==> config.mk <==
export PLATFORM = sky130hd
export DESIGN_NAME = utf8_decode_char_classify
export DESIGN_NICKNAME = d
export VERILOG_FILES = /design/src/rtl/utf8d_pkg.sv /design/src/rtl/utf8_decode_char_classify.sv /design/src/rtl/utf8d_queue.sv /design/src/rtl/utf8d_front.sv /design/src/rtl/utf8d_back.sv
export SDC_FILE = /design/constraint.sdc
export NUM_CORES = 1
export LEC_CHECK = 0
export ABC_AREA = 1
export BUFFER_PORTS_ARGS = -buffer_cell sky130_fd_sc_hd__buf_2
export CORE_MARGIN = 2
export CORE_UTILIZATION = 50
export CTS_BUF_LIST = sky130_fd_sc_hd__clkbuf_4
export DETAILED_ROUTE_END_ITERATION = 10
export PLACE_DENSITY = 0.78
export SETUP_SLACK_MARGIN = 0.5
export SLEW_MARGIN = 15
export SYNTH_ARGS = -nofsm -noshare
export SYNTH_HDL_FRONTEND = slang
export SYNTH_HIERARCHICAL = 1
export SYNTH_SLANG_ARGS = --single-unit
==> constraint.sdc <==
create_clock -name clk -period 6 [get_ports clk]
set_clock_uncertainty 0.15 [all_clocks]
set_input_delay 0.9 -clock clk [delete_from_list [all_inputs] [get_ports clk]]
set_output_delay 0.9 -clock clk [all_outputs]
set_load 0.1 [all_outputs]
==> src/rtl/utf8d_pkg.sv <==
package utf8d_pkg;

	// Longest sequence form accepted; legal range is 4 to 6.
	localparam int MAX_SEQ_BYTES = 6;

	localparam int CP_W        = 31;
	localparam int CONT_BITS   = 6;
	localparam int SPACE_COUNT = 25;

	localparam logic [CP_W-1:0] CP_MONGOLIAN_VS = 31'h0000180E;
	localparam logic [CP_W-1:0] CP_WIDE_LIMIT   = 31'h00000080;

	// Script whitespace code points.
	localparam logic [CP_W-1:0] SPACE_LIST [SPACE_COUNT] = '{
		31'h09, 31'h0A, 31'h0B, 31'h0C, 31'h0D, 31'h20, 31'hA0, 31'h1680,
		31'h2000, 31'h2001, 31'h2002, 31'h2003, 31'h2004, 31'h2005, 31'h2006,
		31'h2007, 31'h2008, 31'h2009, 31'h200A, 31'h2028, 31'h2029, 31'h202F,
		31'h205F, 31'h3000, 31'hFEFF
	};

	// One decoded character as it travels from the front end to the back end.
	typedef struct packed {
		logic [CP_W-1:0] code_point;
		logic            bad_lead;
	} char_t;

	// Number of leading one bits of a byte.
	function automatic logic [3:0] lead_ones(input logic [7:0] b);
		logic [3:0] n;
		logic       run;
		n   = '0;
		run = 1'b1;
		for (int i = 7; i >= 0; i--) begin
			if (run && b[i]) begin
				n = n + 4'd1;
			end else begin
				run = 1'b0;
			end
		end
		return n;
	endfunction

	// Payload bits kept for a sequence of the given length.
	function automatic logic [CP_W-1:0] payload_mask(input logic [2:0] len);
		logic [CP_W-1:0] m;
		case (len)
			3'd1: m = 31'h0000007F;
			3'd2: m = 31'h000007FF;
			3'd3: m = 31'h0000FFFF;
			3'd4: m = 31'h001FFFFF;
			3'd5: m = 31'h03FFFFFF;
			3'd6: m = 31'h7FFFFFFF;
			default: m = '0;
		endcase
		return m;
	endfunction

	// True when the code point is in the whitespace list.
	function automatic logic is_space_cp(input logic [CP_W-1:0] cp);
		logic hit;
		hit = 1'b0;
		for (int i = 0; i < SPACE_COUNT; i++) begin
			if (cp == SPACE_LIST[i]) begin
				hit = 1'b1;
			end
		end
		return hit;
	endfunction

endpackage

==> src/rtl/utf8_decode_char_classify.sv <==
// Byte-serial UTF-8 decoder (original form, up to six bytes, no continuation
// check, overlong forms accepted) that classifies each finished character as
// script whitespace, identifier start and identifier part. One byte is taken
// per clock cycle, sustained; in_stall rises only when the two-entry queue
// between the decoding front end and the classifying output stage is full,
// which happens only while out_stall holds results back. A character's result
// is written into the queue with the transfer of its last byte and is then
// moved into the output register, from which it is offered at the output. A
// bad lead byte gives code point 0 with bad_lead set. There is no start-up
// delay after reset.
module utf8_decode_char_classify (
	input  logic                       clk,
	input  logic                       arst_n,
	input  logic                       in_valid,
	output logic                       in_stall,
	input  logic [7:0]                 byte_in,
	output logic                       out_valid,
	input  logic                       out_stall,
	output logic [utf8d_pkg::CP_W-1:0] code_point,
	output logic                       is_space,
	output logic                       ident_start,
	output logic                       ident_part,
	output logic                       bad_lead
);

	logic             accept;
	logic             push;
	logic             pop;
	logic             q_full;
	logic             q_not_empty;
	utf8d_pkg::char_t push_data;
	utf8d_pkg::char_t pop_data;

	assign in_stall = q_full;
	assign accept   = in_valid && !q_full;

	// Front end: sequence tracking and code point assembly.
	utf8d_front u_front (
		.clk       (clk),
		.arst_n    (arst_n),
		.accept    (accept),
		.byte_in   (byte_in),
		.push      (push),
		.push_data (push_data)
	);

	// Decoupling queue between front and back.
	utf8d_queue u_queue (
		.clk       (clk),
		.arst_n    (arst_n),
		.push      (push),
		.push_data (push_data),
		.pop       (pop),
		.pop_data  (pop_data),
		.not_empty (q_not_empty),
		.full      (q_full)
	);

	// Back end: classification and output register.
	utf8d_back u_back (
		.clk         (clk),
		.arst_n      (arst_n),
		.q_not_empty (q_not_empty),
		.q_data      (pop_data),
		.q_pop       (pop),
		.out_valid   (out_valid),
		.out_stall   (out_stall),
		.code_point  (code_point),
		.is_space    (is_space),
		.ident_start (ident_start),
		.ident_part  (ident_part),
		.bad_lead    (bad_lead)
	);

endmodule

==> src/rtl/utf8d_queue.sv <==
module utf8d_queue (
	input  logic             clk,
	input  logic             arst_n,
	input  logic             push,
	input  utf8d_pkg::char_t push_data,
	input  logic             pop,
	output utf8d_pkg::char_t pop_data,
	output logic             not_empty,
	output logic             full
);

	utf8d_pkg::char_t entry_q [2];
	logic             wr_ptr_q;
	logic             rd_ptr_q;
	logic [1:0]       count_q;

	assign not_empty = (count_q != 2'd0);
	assign full      = (count_q == 2'd2);
	assign pop_data  = entry_q[rd_ptr_q];

	// Entry storage; written only on a push.
	always_ff @(posedge clk) begin
		if (push) begin
			entry_q[wr_ptr_q] <= push_data;
		end
	end

	// Pointers and fill count.
	always_ff @(posedge clk or negedge arst_n) begin
		if (!arst_n) begin
			wr_ptr_q <= 1'b0;
			rd_ptr_q <= 1'b0;
			count_q  <= 2'd0;
		end else begin
			if (push) begin
				wr_ptr_q <= ~wr_ptr_q;
			end
			if (pop) begin
				rd_ptr_q <= ~rd_ptr_q;
			end
			if (push && !pop) begin
				count_q <= count_q + 2'd1;
			end else if (pop && !push) begin
				count_q <= count_q - 2'd1;
			end
		end
	end

endmodule

==> src/rtl/utf8d_front.sv <==
module utf8d_front (
	input  logic             clk,
	input  logic             arst_n,
	input  logic             accept,
	input  logic [7:0]       byte_in,
	output logic             push,
	output utf8d_pkg::char_t push_data
);

	logic [2:0]                 bytes_left_q;
	logic [2:0]                 seq_len_q;
	logic [utf8d_pkg::CP_W-1:0] code_acc_q;

	logic [3:0]                 ones;
	logic [utf8d_pkg::CP_W-1:0] acc_shift;
	logic [utf8d_pkg::CP_W-1:0] byte_cp;
	logic                       in_seq;
	logic                       lead_bad;

	assign ones      = utf8d_pkg::lead_ones(byte_in);
	assign acc_shift = {code_acc_q[utf8d_pkg::CP_W-utf8d_pkg::CONT_BITS-1:0],
		byte_in[utf8d_pkg::CONT_BITS-1:0]};
	assign byte_cp   = {{(utf8d_pkg::CP_W-8){1'b0}}, byte_in};
	assign in_seq    = (bytes_left_q != 3'd0);
	assign lead_bad  = (ones == 4'd1) || (ones > 4'(utf8d_pkg::MAX_SEQ_BYTES));

	// A character completes on the last continuation byte, an ASCII byte or a bad lead.
	always_comb begin
		push_data.code_point = byte_cp;
		push_data.bad_lead   = 1'b0;
		push                 = 1'b0;
		if (in_seq) begin
			push_data.code_point = acc_shift & utf8d_pkg::payload_mask(seq_len_q);
			push                 = accept && (bytes_left_q == 3'd1);
		end else if (ones == 4'd0) begin
			push = accept;
		end else if (lead_bad) begin
			push_data.code_point = '0;
			push_data.bad_lead   = 1'b1;
			push                 = accept;
		end
	end

	// Sequence state: count of bytes still to come and the partial value.
	always_ff @(posedge clk or negedge arst_n) begin
		if (!arst_n) begin
			bytes_left_q <= 3'd0;
			seq_len_q    <= 3'd0;
			code_acc_q   <= '0;
		end else if (accept) begin
			if (in_seq) begin
				bytes_left_q <= bytes_left_q - 3'd1;
				if (bytes_left_q == 3'd1) begin
					seq_len_q  <= 3'd0;
					code_acc_q <= '0;
				end else begin
					code_acc_q <= acc_shift;
				end
			end else if (ones != 4'd0 && !lead_bad) begin
				seq_len_q    <= ones[2:0];
				bytes_left_q <= ones[2:0] - 3'd1;
				code_acc_q   <= byte_cp;
			end
		end
	end

endmodule

==> src/rtl/utf8d_back.sv <==
module utf8d_back (
	input  logic                       clk,
	input  logic                       arst_n,
	input  logic                       q_not_empty,
	input  utf8d_pkg::char_t           q_data,
	output logic                       q_pop,
	output logic                       out_valid,
	input  logic                       out_stall,
	output logic [utf8d_pkg::CP_W-1:0] code_point,
	output logic                       is_space,
	output logic                       ident_start,
	output logic                       ident_part,
	output logic                       bad_lead
);

	logic                       valid_q;
	logic [utf8d_pkg::CP_W-1:0] code_point_q;
	logic                       is_space_q;
	logic                       ident_start_q;
	logic                       ident_part_q;
	logic                       bad_lead_q;

	logic                       sp;
	logic                       alpha;
	logic                       digit;
	logic                       start;
	logic [utf8d_pkg::CP_W-1:0] cp;

	assign cp    = q_data.code_point;
	assign q_pop = q_not_empty && (!valid_q || !out_stall);

	// Character classes of the code point at the head of the queue.
	always_comb begin
		sp    = utf8d_pkg::is_space_cp(cp);
		alpha = (cp >= 31'h41 && cp <= 31'h5A) || (cp >= 31'h61 && cp <= 31'h7A) ||
			(cp == 31'h24) || (cp == 31'h5F);
		digit = (cp >= 31'h30 && cp <= 31'h39);
		start = alpha || ((cp > utf8d_pkg::CP_WIDE_LIMIT) && !sp &&
			(cp != utf8d_pkg::CP_MONGOLIAN_VS));
	end

	// Output register valid flag.
	always_ff @(posedge clk or negedge arst_n) begin
		if (!arst_n) begin
			valid_q <= 1'b0;
		end else if (!valid_q || !out_stall) begin
			valid_q <= q_not_empty;
		end
	end

	// Output register payload, loaded on every transfer out of the queue.
	always_ff @(posedge clk) begin
		if (q_pop) begin
			code_point_q  <= cp;
			is_space_q    <= sp;
			ident_start_q <= start;
			ident_part_q  <= start || digit;
			bad_lead_q    <= q_data.bad_lead;
		end
	end

	assign out_valid   = valid_q;
	assign code_point  = code_point_q;
	assign is_space    = is_space_q;
	assign ident_start = ident_start_q;
	assign ident_part  = ident_part_q;
	assign bad_lead    = bad_lead_q;

endmodule

==> results.py, run 1 <==
metrics = {
    "worst_setup_path": {
        "crit_path_end": "u_queue/entry_q[1][21]$_DFFE_PP_",
        "rrSetupSlack_ns": 2.93,
        "rr_worst_depth": 8,
        "crit_arrival_ns": 5.53,
        "crit_family": "adder cells",
        "critPathRequiredTime_ns": 6.10,
        "slowest_stage": "bufbuf_16",
        "path_common_cell": "nand2_1",
        "timing.rr.start": "u_front/bytes_left_q[0]$_DFFE_PN0P_",
        "crit_path_max_fanout": 11,
        "startpoint": "byte_in[6]",
        "reg2reg_to": "u_queue/entry_q[0][7]$_DFFE_PP_",
        "cp-start-kind": "input port",
        "path_class": "input port to flop",
        "path_buf_inv": 10,
        "worstSetupEndpointType": "flop",
        "cp_num_cells": 35,
        "cpPeakStageDelay_ns": 0.29,
    },
    "logic_synthesis": {
        "async_flop_share_pct": 26.67,
        "syn-mean-instance-area_sq_um": 10.35,
        "synth_edf_count": 99,
        "yosysTopAreaCellShare_pct": 41.80,
        "yosysUniqueCellTypes": 41,
        "ys_ff_latch": 135,
        "yosys_warnings": 6,
        "synth_nets": 712,
        "synthCells": 687,
        "synth.area.top_cells": "edfxtp_1, dfrtp_1, nand2_1",
        "synthFlopType": "edfxtp_1",
        "syn_area_sq_um": 7112,
        "yosysTopAreaCell": "edfxtp_1",
        "ys_seq_area_share_pct": 54.47,
    },
    "floorplan": {
        "die_h_microns": 123.3,
        "dieArea_sq_um": 15190,
        "start_util_pct": 51.23,
        "core_area_sq_um": 13880,
        "num_rows": 43,
        "die_w_microns": 123.3,
        "io_pins": 49,
    },
    "timing": {
        "fin_crit_sh_pct": 90.50,
        "timing.final.ws_setup_ns": 0.5703,
        "hold_viol": 0,
        "slew_headroom_pct": 32.73,
        "setup_viol": 0,
        "clock.fmax_ghz": 0.1842,
        "tightestPinTransition_ns": 1.009,
        "rsz0062_at_grt": "false",
        "period_minus_slack_ns": 5.430,
        "maxSlewViolCount": 0,
    },
    "power_and_ir_drop": {
        "irDropWorstVdd_uv": 173.2,
        "p_sw_w": 0.002099,
        "p_clk_share_pct": 14.5,
        "p_leak_nw": 3.508,
        "combPwrFrac_pct": 49.9,
        "p_sw_share_pct": 48.73,
        "p_int_w": 0.002209,
        "power_w": 0.004308,
        "power_density_nw_per_um2": 522.7,
        "seqPwrFrac_pct": 35.6,
    },
    "detailed_routing": {
        "first_iter_violations": 392,
        "vias": 4982,
        "wl_microns": 14200,
        "wire_per_inst_microns": 14.82,
        "route.detailed.drc": 0,
        "firstDrtPassIters": 5,
        "final_antenna_net_count": 0,
        "via_per_inst": 5.200,
    },
    "cts": {
        "clock-sinks": 135,
        "cts_inserted_buffers": 17,
        "cts.htree.levels": 4,
        "root_buffer": "clkbuf_4",
        "cts_tree": "yes",
        "insertion_delay_ns": 0.52,
        "clockBufferDepth": 2,
        "path_clk_slew_ns": 0.13,
    },
    "status": {
        "run_status": "finished clean",
    },
    "finish": {
        "fin_cells": 958,
        "final_common_cell": "nand2_1",
        "layout_common_cells": "nand2_1, edfxtp_1, nor2_1",
        "fillers": 1141,
        "area_growth_pct": 15.89,
        "drive_gt1_share_pct": 34.88,
        "layout.nets": 789,
        "fin_util_pct": 59.37,
    },
    "global_route": {
        "grt_pass1_vias": 4739,
        "grt_remaining_overflow": 0,
        "grt_max_degree": 38,
        "grt_use_total_pct": 19.06,
        "antenna_found_initial": 1,
        "grt_pass1_wl_microns": 22450,
    },
    "place": {
        "dp_hpwl_microns": 9563,
        "dp_cells": 908,
        "dp_slack_ns": -0.2044,
        "gp_congestion": 0.9023,
        "port_buffers": 48,
    },
    "run": {
        "max_cap_viol_count": 0,
    },
    "min_path": {
        "min_path_type": "input port to asynchronous set/reset pin",
    },
}
-- routing by layer --
metal	up-vias	GRT usage, %	wire length, microns
met3	20	3.552	680
met1	2383	23.33	6000
met4	0	7.955	275
met5	-	0	0
li1	2432	-	-
met2	147	33.04	7240
-- kinds of logic after synthesis --
logic type	synth area share, %
simple gates	23.47
flops	54.47
buf+inv	6.685
compound gates	5.876
mux	6.597
fa+ha+maj	2.287
xor+xnor	0.6159
-- sequential cells by signal (all words and copies together), names as in the netlist, 2 cells and up --
register              count
u_front/seq_len_q         3
u_queue/entry_q          64
u_front/code_acc_q       25
u_back/code_point        31
u_queue/count_q           2
u_front/bytes_left_q      3
-- synth_stat cells (all sizes together) (3+ instances only) --
master / n
a21oi: 9
buf: 15
clkbuf: 5
dfrtp: 36
edfxtp: 99
ha: 13
inv: 76
mux2: 32
nand2: 187
nand3: 42
nand4: 11
nor2: 97
nor3: 6
o21ai: 46
xor2: 3
-- how the worst min path moves through the flow --
stage	start	end	slack, ns	cells after the start
2_1_floorplan	u_queue/count_q[1]$_DFFE_PN0P_	u_queue/count_q[1]$_DFFE_PN0P_	0.29	2
3_3_place_gp	u_queue/count_q[1]$_DFFE_PN0P_	u_queue/count_q[1]$_DFFE_PN0P_	0.30	2
3_5_place_dp	u_front/code_acc_q[21]$_DFFE_PN0P_	u_front/code_acc_q[21]$_DFFE_PN0P_	0.32	2
4_1_cts	arst_n	u_back/out_valid$_DFFE_PN0N_	0.27	1
5_1_grt	arst_n	u_back/out_valid$_DFFE_PN0N_	0.32	1
6_report	arst_n	u_back/out_valid$_DFFE_PN0N_	0.30	1
-- power by group through the flow --
stage          sequential [W]  clock, W  combinational (W)
6_report              0.00154  0.000623            0.00215
3_5_place_dp          0.00156         0            0.00206
3_3_place_gp          0.00154         0            0.00202
4_1_cts               0.00153  0.000634            0.00209
2_1_floorplan         0.00220         0            0.00110
5_1_grt               0.00157  0.000677            0.00230
-- final cells by class --
class | count | area, sq um | area share [%]
diodes | 1 | 2.502 | 0.03036
clock buffers | 18 | 135.1 | 1.640
clock inverters | 14 | 162.7 | 1.974
inverters | 76 | 304.0 | 3.689
multi-input cells | 456 | 2925 | 35.49
flip-flops and latches | 135 | 3875 | 47.02
well taps | 180 | 225.2 | 2.733
repair buffers | 78 | 611.8 | 7.424
-- through the flow --
stage	TNS [ns]	hold slack, ns	area (sq um)
after global placement	0	0.3038	7625
after global routing	0	0.3207	8242
final	0	0.2975	8242
after detailed placement	-11.91	0.3214	7625
after floorplan	0	0.2917	7189
after CTS	0	0.2709	7976
-- timing repair --
action / in CTS / in global routing
pin swaps: 2 / 13
gates cloned: 1 / 4
gates resized for setup: 2 / 27
hold buffers: 0 / 0
setup buffers: 2 / 10
endpoints found under the setup margin: 65 / 100
Note: power is estimated with default switching activity, not from simulation.
==> inputs of run 2 (changes only) <==
==> constraint.sdc (replaced) <==
create_clock -name clk -period 6 [get_ports clk]
set_clock_uncertainty 0.15 [all_clocks]
set_input_delay 1.2 -clock clk [delete_from_list [all_inputs] [get_ports clk]]
set_output_delay 1.2 -clock clk [all_outputs]
set_load 0.1 [all_outputs]
==> results.py, run 2 (synthesized netlist as in run 1, its figures left out) <==
metrics = {
    "floorplan": {
        "io_pins": 49,
        "dieArea_sq_um": 15190,
        "die_h_microns": 123.3,
        "start_util_pct": 51.23,
        "die_w_microns": 123.3,
        "core_area_sq_um": 13880,
        "num_rows": 43,
    },
    "timing": {
        "fin_crit_sh_pct": 92.77,
        "setup_viol": 0,
        "tightestPinTransition_ns": 1.033,
        "slew_headroom_pct": 31.11,
        "hold_viol": 0,
        "rsz0062_at_grt": "true",
        "tns_ns": 0,
        "maxSlewViolCount": 0,
        "clock.fmax_ghz": 0.1797,
        "period_minus_slack_ns": 5.566,
    },
    "worst_setup_path": {
        "crit_arrival_ns": 5.68,
        "cp-start-kind": "input port",
        "timing.rr.start": "u_queue/rd_ptr_q$_DFFE_PN0P_",
        "cpPeakStageDelay_ns": 0.28,
        "critPathRequiredTime_ns": 6.11,
        "rrSetupSlack_ns": 2.93,
        "crit_path_max_fanout": 6,
        "worstSetupEndpointType": "flop",
        "slowest_stage": "ha_1",
        "rr_worst_depth": 11,
        "path_common_cell": "ha_4",
        "reg2reg_to": "u_back/ident_part$_DFFE_PP_",
        "path_class": "input port to flop",
    },
    "status": {
        "run_status": "finished clean",
    },
    "detailed_routing": {
        "route.detailed.drc": 0,
        "met2_length_microns": 7847,
        "m1WireLength_microns": 5748,
        "vias": 5156,
        "wl_microns": 14660,
        "final_antenna_net_count": 0,
        "wl_met3_microns": 779,
        "firstDrtPassIters": 5,
        "via_per_inst": 5.240,
        "wire_per_inst_microns": 14.89,
        "first_iter_violations": 351,
        "highest_layer": "met4",
    },
    "power_and_ir_drop": {
        "combPwrFrac_pct": 50.8,
        "seqPwrFrac_pct": 34.5,
        "p_sw_w": 0.002134,
        "power_density_nw_per_um2": 511.6,
        "power_w": 0.004463,
        "p_int_w": 0.002330,
        "p_leak_nw": 3.705,
        "p_clk_share_pct": 14.6,
        "irDropWorstVdd_uv": 186.9,
        "p_sw_share_pct": 47.80,
    },
    "cts": {
        "cts.htree.levels": 4,
        "clockBufferDepth": 2,
        "cts_hold_buffers": 0,
        "cts_tree": "yes",
        "path_clk_slew_ns": 0.12,
        "insertion_delay_ns": 0.53,
        "clock-sinks": 135,
        "root_buffer": "clkbuf_4",
        "cts_inserted_buffers": 17,
    },
    "place": {
        "gp_congestion": 0.8790,
        "port_buffers": 48,
        "dp_hpwl_microns": 9500,
        "dp_cells": 915,
    },
    "min_path": {
        "hold_path_startpoint": "u_front/code_acc_q[20]$_DFFE_PN0P_",
        "hold_path_depth": 2,
        "hold_end": "u_front/code_acc_q[20]$_DFFE_PN0P_",
        "min_path_type": "flop to flop",
    },
    "finish": {
        "largest_register_ff_count": 64,
        "fin_cells": 984,
        "final_common_cell": "nand2_1",
        "layout_common_cells": "nand2_1, edfxtp_1, nor2_1",
        "layout.nets": 815,
        "regMostFlops": "u_queue/entry_q",
        "drive_gt1_share_pct": 37.86,
        "area_growth_pct": 22.68,
    },
    "global_route": {
        "antenna_found_initial": 1,
        "grt_max_degree": 38,
        "grt_pass1_wl_microns": 23400,
        "grt_use_total_pct": 20.17,
        "grt_remaining_overflow": 0,
        "grt_pass1_vias": 5000,
    },
    "run": {
        "max_cap_viol_count": 0,
    },
}
==> run 2: per-layer routing <==
metal | track usage (%) | vias to the layer above
li1 | - | 2483
met1 | 24.04 | 2475
met2 | 36.02 | 177
met3 | 3.828 | 21
met4 | 7.670 | 0
met5 | 0 | -
==> run 2: how the worst max path moves through the flow <==
stage,from,endpoint,slack [ns]
after global routing,byte_in[7],u_queue/entry_q[0][10]$_DFFE_PP_,0.29
final,byte_in[7],u_queue/entry_q[0][10]$_DFFE_PP_,0.43
after floorplan,byte_in[7],u_queue/entry_q[0][0]$_DFFE_PP_,-0.17
after detailed placement,byte_in[7],u_queue/entry_q[1][0]$_DFFE_PP_,-0.41
after CTS,byte_in[6],u_queue/entry_q[0][10]$_DFFE_PP_,0.42
after global placement,byte_in[7],u_queue/entry_q[1][23]$_DFFE_PP_,-0.21
==> run 2: timing repair <==
| item | 4_1_cts | 5_1_grt |
|---|---|---|
| setup endpoints to repair | 86 | 108 |
| gates resized for setup | 37 | 25 |
| cloned | 6 | 2 |
| pin swaps | 20 | 16 |
| buffers inserted | 24 | 4 |
==> run 2: worst max-delay path: cells and delay by family <==
family	cells	cell delay, ns
adders and majority gates	7	1.58
buffers and inverters	13	0.97
AOI/OAI and AO/OA	2	0.34
and+or+nand+nor	17	1.56
==> run 2: cell type report <==
cell class              instances  area [sq um]
fillers                      1055          5156
flip-flops and latches        135          3875
clock inverters                15         192.7
multi-input cells             456          3013
clock buffers                  17         127.6
diodes                          1         2.502
inverters                      76         309.0
repair buffers                104         979.7
well taps                     180         225.2
==> run 2: power groups by stage <==
stage | Sequential (W) | Clock [W] | Combinational (W)
finish | 0.00154 | 0.000654 | 0.00227
global route | 0.00157 | 0.000710 | 0.00242
CTS | 0.00154 | 0.000664 | 0.00221
detailed placement | 0.00156 | 0 | 0.00207
global placement | 0.00154 | 0 | 0.00203
floorplan | 0.00220 | 0 | 0.00110
==> run 2: per-stage QoR <==
stage	utilization, %	area [sq um]	worst slack (ns)	hold slack, ns
global placement	55.40	7690	-0.2114	0.3039
floorplan	-	7189	-0.1685	0.2917
finish	62.85	8725	0.4340	0.3478
CTS	61.40	8523	0.4155	0.3421
global route	62.85	8725	0.2867	0.3716
detailed placement	55.40	7690	-0.4150	0.3122
==> inputs of run 3 (changes only) <==
--- a/config.mk
+++ b/config.mk
@@ -11,6 +11,7 @@
 export CORE_UTILIZATION = 50
 export CTS_BUF_LIST = sky130_fd_sc_hd__clkbuf_4
 export DETAILED_ROUTE_END_ITERATION = 10
+export MAX_ROUTING_LAYER = met4
 export PLACE_DENSITY = 0.78
 export SETUP_SLACK_MARGIN = 0.5
 export SLEW_MARGIN = 15
==> results.py, run 3 (synthesized netlist as in run 1, its figures left out) <==
metrics = {
    "status": {
        "run_status": "finished clean",
    },
    "power_and_ir_drop": {
        "p_clk_share_pct": 13.4,
        "seqPwrFrac_pct": 35.5,
        "p_sw_share_pct": 49.05,
        "p_leak_nw": 3.599,
        "irDropWorstVdd_uv": 182.5,
        "p_int_w": 0.002211,
        "power_density_nw_per_um2": 512.0,
        "combPwrFrac_pct": 51.1,
        "p_sw_w": 0.002129,
    },
    "finish": {
        "fin_cells": 972,
        "layout.nets": 803,
        "final_common_cell": "nand2_1",
        "largest_register_ff_count": 64,
        "drive_gt1_share_pct": 36.66,
        "layout_common_cells": "nand2_1, edfxtp_1, nor2_1",
        "fin_util_pct": 61.07,
        "regMostFlops": "u_queue/entry_q",
        "fillers": 1088,
        "area_growth_pct": 19.19,
        "final_area_sq_um": 8477,
    },
    "cts": {
        "clock-sinks": 135,
        "path_clk_slew_ns": 0.13,
        "root_buffer": "clkbuf_4",
        "cts_hold_buffers": 0,
        "clockBufferDepth": 2,
        "cts_inserted_buffers": 17,
        "insertion_delay_ns": 0.53,
        "cts_tree": "yes",
        "cts.htree.levels": 4,
    },
    "timing": {
        "clock.fmax_ghz": 0.1819,
        "rsz0062_at_grt": "true",
        "timing.final.ws_setup_ns": 0.5021,
        "fin_crit_sh_pct": 91.63,
        "slew_headroom_pct": 30.52,
        "tightestPinTransition_ns": 1.042,
        "maxSlewViolCount": 0,
        "tns_ns": 0,
        "period_minus_slack_ns": 5.498,
        "hold_viol": 0,
        "setup_viol": 0,
    },
    "worst_setup_path": {
        "timing.rr.start": "u_queue/rd_ptr_q$_DFFE_PN0P_",
        "worstSetupEndpointType": "flop",
        "cpPeakStageDelay_ns": 0.27,
        "startpoint": "byte_in[6]",
        "crit_path_end": "u_queue/entry_q[0][27]$_DFFE_PP_",
        "slowest_stage": "ha_4",
        "path_class": "input port to flop",
        "cp-start-kind": "input port",
        "crit_arrival_ns": 5.61,
        "rrSetupSlack_ns": 2.91,
        "critPathRequiredTime_ns": 6.11,
        "path_common_cell": "ha_4",
        "crit_path_max_fanout": 5,
        "reg2reg_to": "u_back/ident_part$_DFFE_PP_",
        "rr_worst_depth": 11,
    },
    "global_route": {
        "antenna_found_initial": 1,
        "grt_pass1_vias": 4981,
        "grt_pass1_wl_microns": 23890,
        "grt_use_total_pct": 21.01,
        "grt_max_degree": 38,
        "grt_remaining_overflow": 0,
    },
    "place": {
        "dp_slack_ns": -0.3640,
        "gp_congestion": 0.9011,
        "port_buffers": 48,
        "place_area_sq_um": 7677,
        "dp_cells": 915,
        "dp_hpwl_microns": 9568,
    },
    "detailed_routing": {
        "via_per_inst": 5.186,
        "vias": 5041,
        "firstDrtPassIters": 5,
        "first_iter_violations": 412,
        "wire_per_inst_microns": 15.26,
        "route.detailed.drc": 0,
        "wl_microns": 14830,
        "final_antenna_net_count": 0,
    },
    "min_path": {
        "hold_path_startpoint": "u_queue/count_q[1]$_DFFE_PN0P_",
        "min_path_type": "flop to flop",
    },
    "floorplan": {
        "die_h_microns": 123.3,
        "dieArea_sq_um": 15190,
        "num_rows": 43,
        "start_util_pct": 51.23,
        "die_w_microns": 123.3,
        "io_pins": 49,
        "core_area_sq_um": 13880,
    },
    "run": {
        "max_cap_viol_count": 0,
    },
}
## run 3: cell types whose count changed in the layout (fill, tap and decap cells not counted), moves of 2 or more
| cell | previous run | this run |
|---|---|---|
| clkinv_4 | 4 | 1 |
| buf_4 | 30 | 24 |
| ha_4 | 9 | 6 |
| ha_1 | 4 | 7 |
| bufinv_16 | 3 | 1 |
| nand2_2 | 29 | 31 |
| nand2_4 | 7 | 5 |
| buf_6 | 9 | 5 |
## run 3: critical path, delay by kind of cell
kind / cells / cell delay [ns]
compound gates: 2 / 0.34
fa+ha+maj: 7 / 1.53
buf+inv: 12 / 0.94
simple gates: 17 / 1.57
## run 3: worst min path at each step
stage | to | slack [ns] | cells past startpoint
after floorplan | u_queue/count_q[1]$_DFFE_PN0P_ | 0.29 | 2
after global placement | u_queue/count_q[1]$_DFFE_PN0P_ | 0.30 | 2
after detailed placement | u_queue/count_q[1]$_DFFE_PN0P_ | 0.32 | 2
after CTS | u_queue/count_q[1]$_DFFE_PN0P_ | 0.35 | 2
after global routing | u_queue/count_q[1]$_DFFE_PN0P_ | 0.37 | 2
final | u_queue/count_q[1]$_DFFE_PN0P_ | 0.35 | 2
## run 3: layer usage
layer | vias up | track usage, % | share of wire (%)
met4 | 0 | 8.452 | 2.5
met5 | - | - | 0
met2 | 155 | 35.82 | 52
met1 | 2400 | 24.29 | 40
li1 | 2450 | - | -
met3 | 36 | 4.336 | 5.1
## run 3: stage by stage
stage / hold slack (ns) / total power (W)
detailed placement: 0.3168 / 0.003619
global route: 0.3655 / 0.004573
CTS: 0.3478 / 0.004286
global placement: 0.3040 / 0.003560
floorplan: 0.2917 / 0.003297
finish: 0.3499 / 0.004340
## run 3: timing repair
item	4_1_cts	5_1_grt
setup buffers	11	7
cloned	4	2
resized for setup	26	21
pin swaps	18	13
setup endpoints to repair	74	66
## run 3: power by group through the flow
stage	clock [W]	sequential (W)	combinational (W)
5_1_grt	0.000633	0.00157	0.00237
6_report	0.000583	0.00154	0.00222
2_1_floorplan	0	0.00220	0.00110
3_5_place_dp	0	0.00156	0.00206
4_1_cts	0.000589	0.00154	0.00216
3_3_place_gp	0	0.00154	0.00202
## run 3: final cells by class
type                       count  area [sq um]  share of cell area (%)
tap                          180         225.2                   2.657
timing repair buffer          92         842.1                   9.934
clock inverter                14         140.1                   1.653
sequential                   135          3875                   45.71
inverter                      76         306.5                   3.616
antenna                        1         2.502                 0.02952
clock buffer                  18         135.1                   1.594
multi-input combinational    456          2950                   34.80
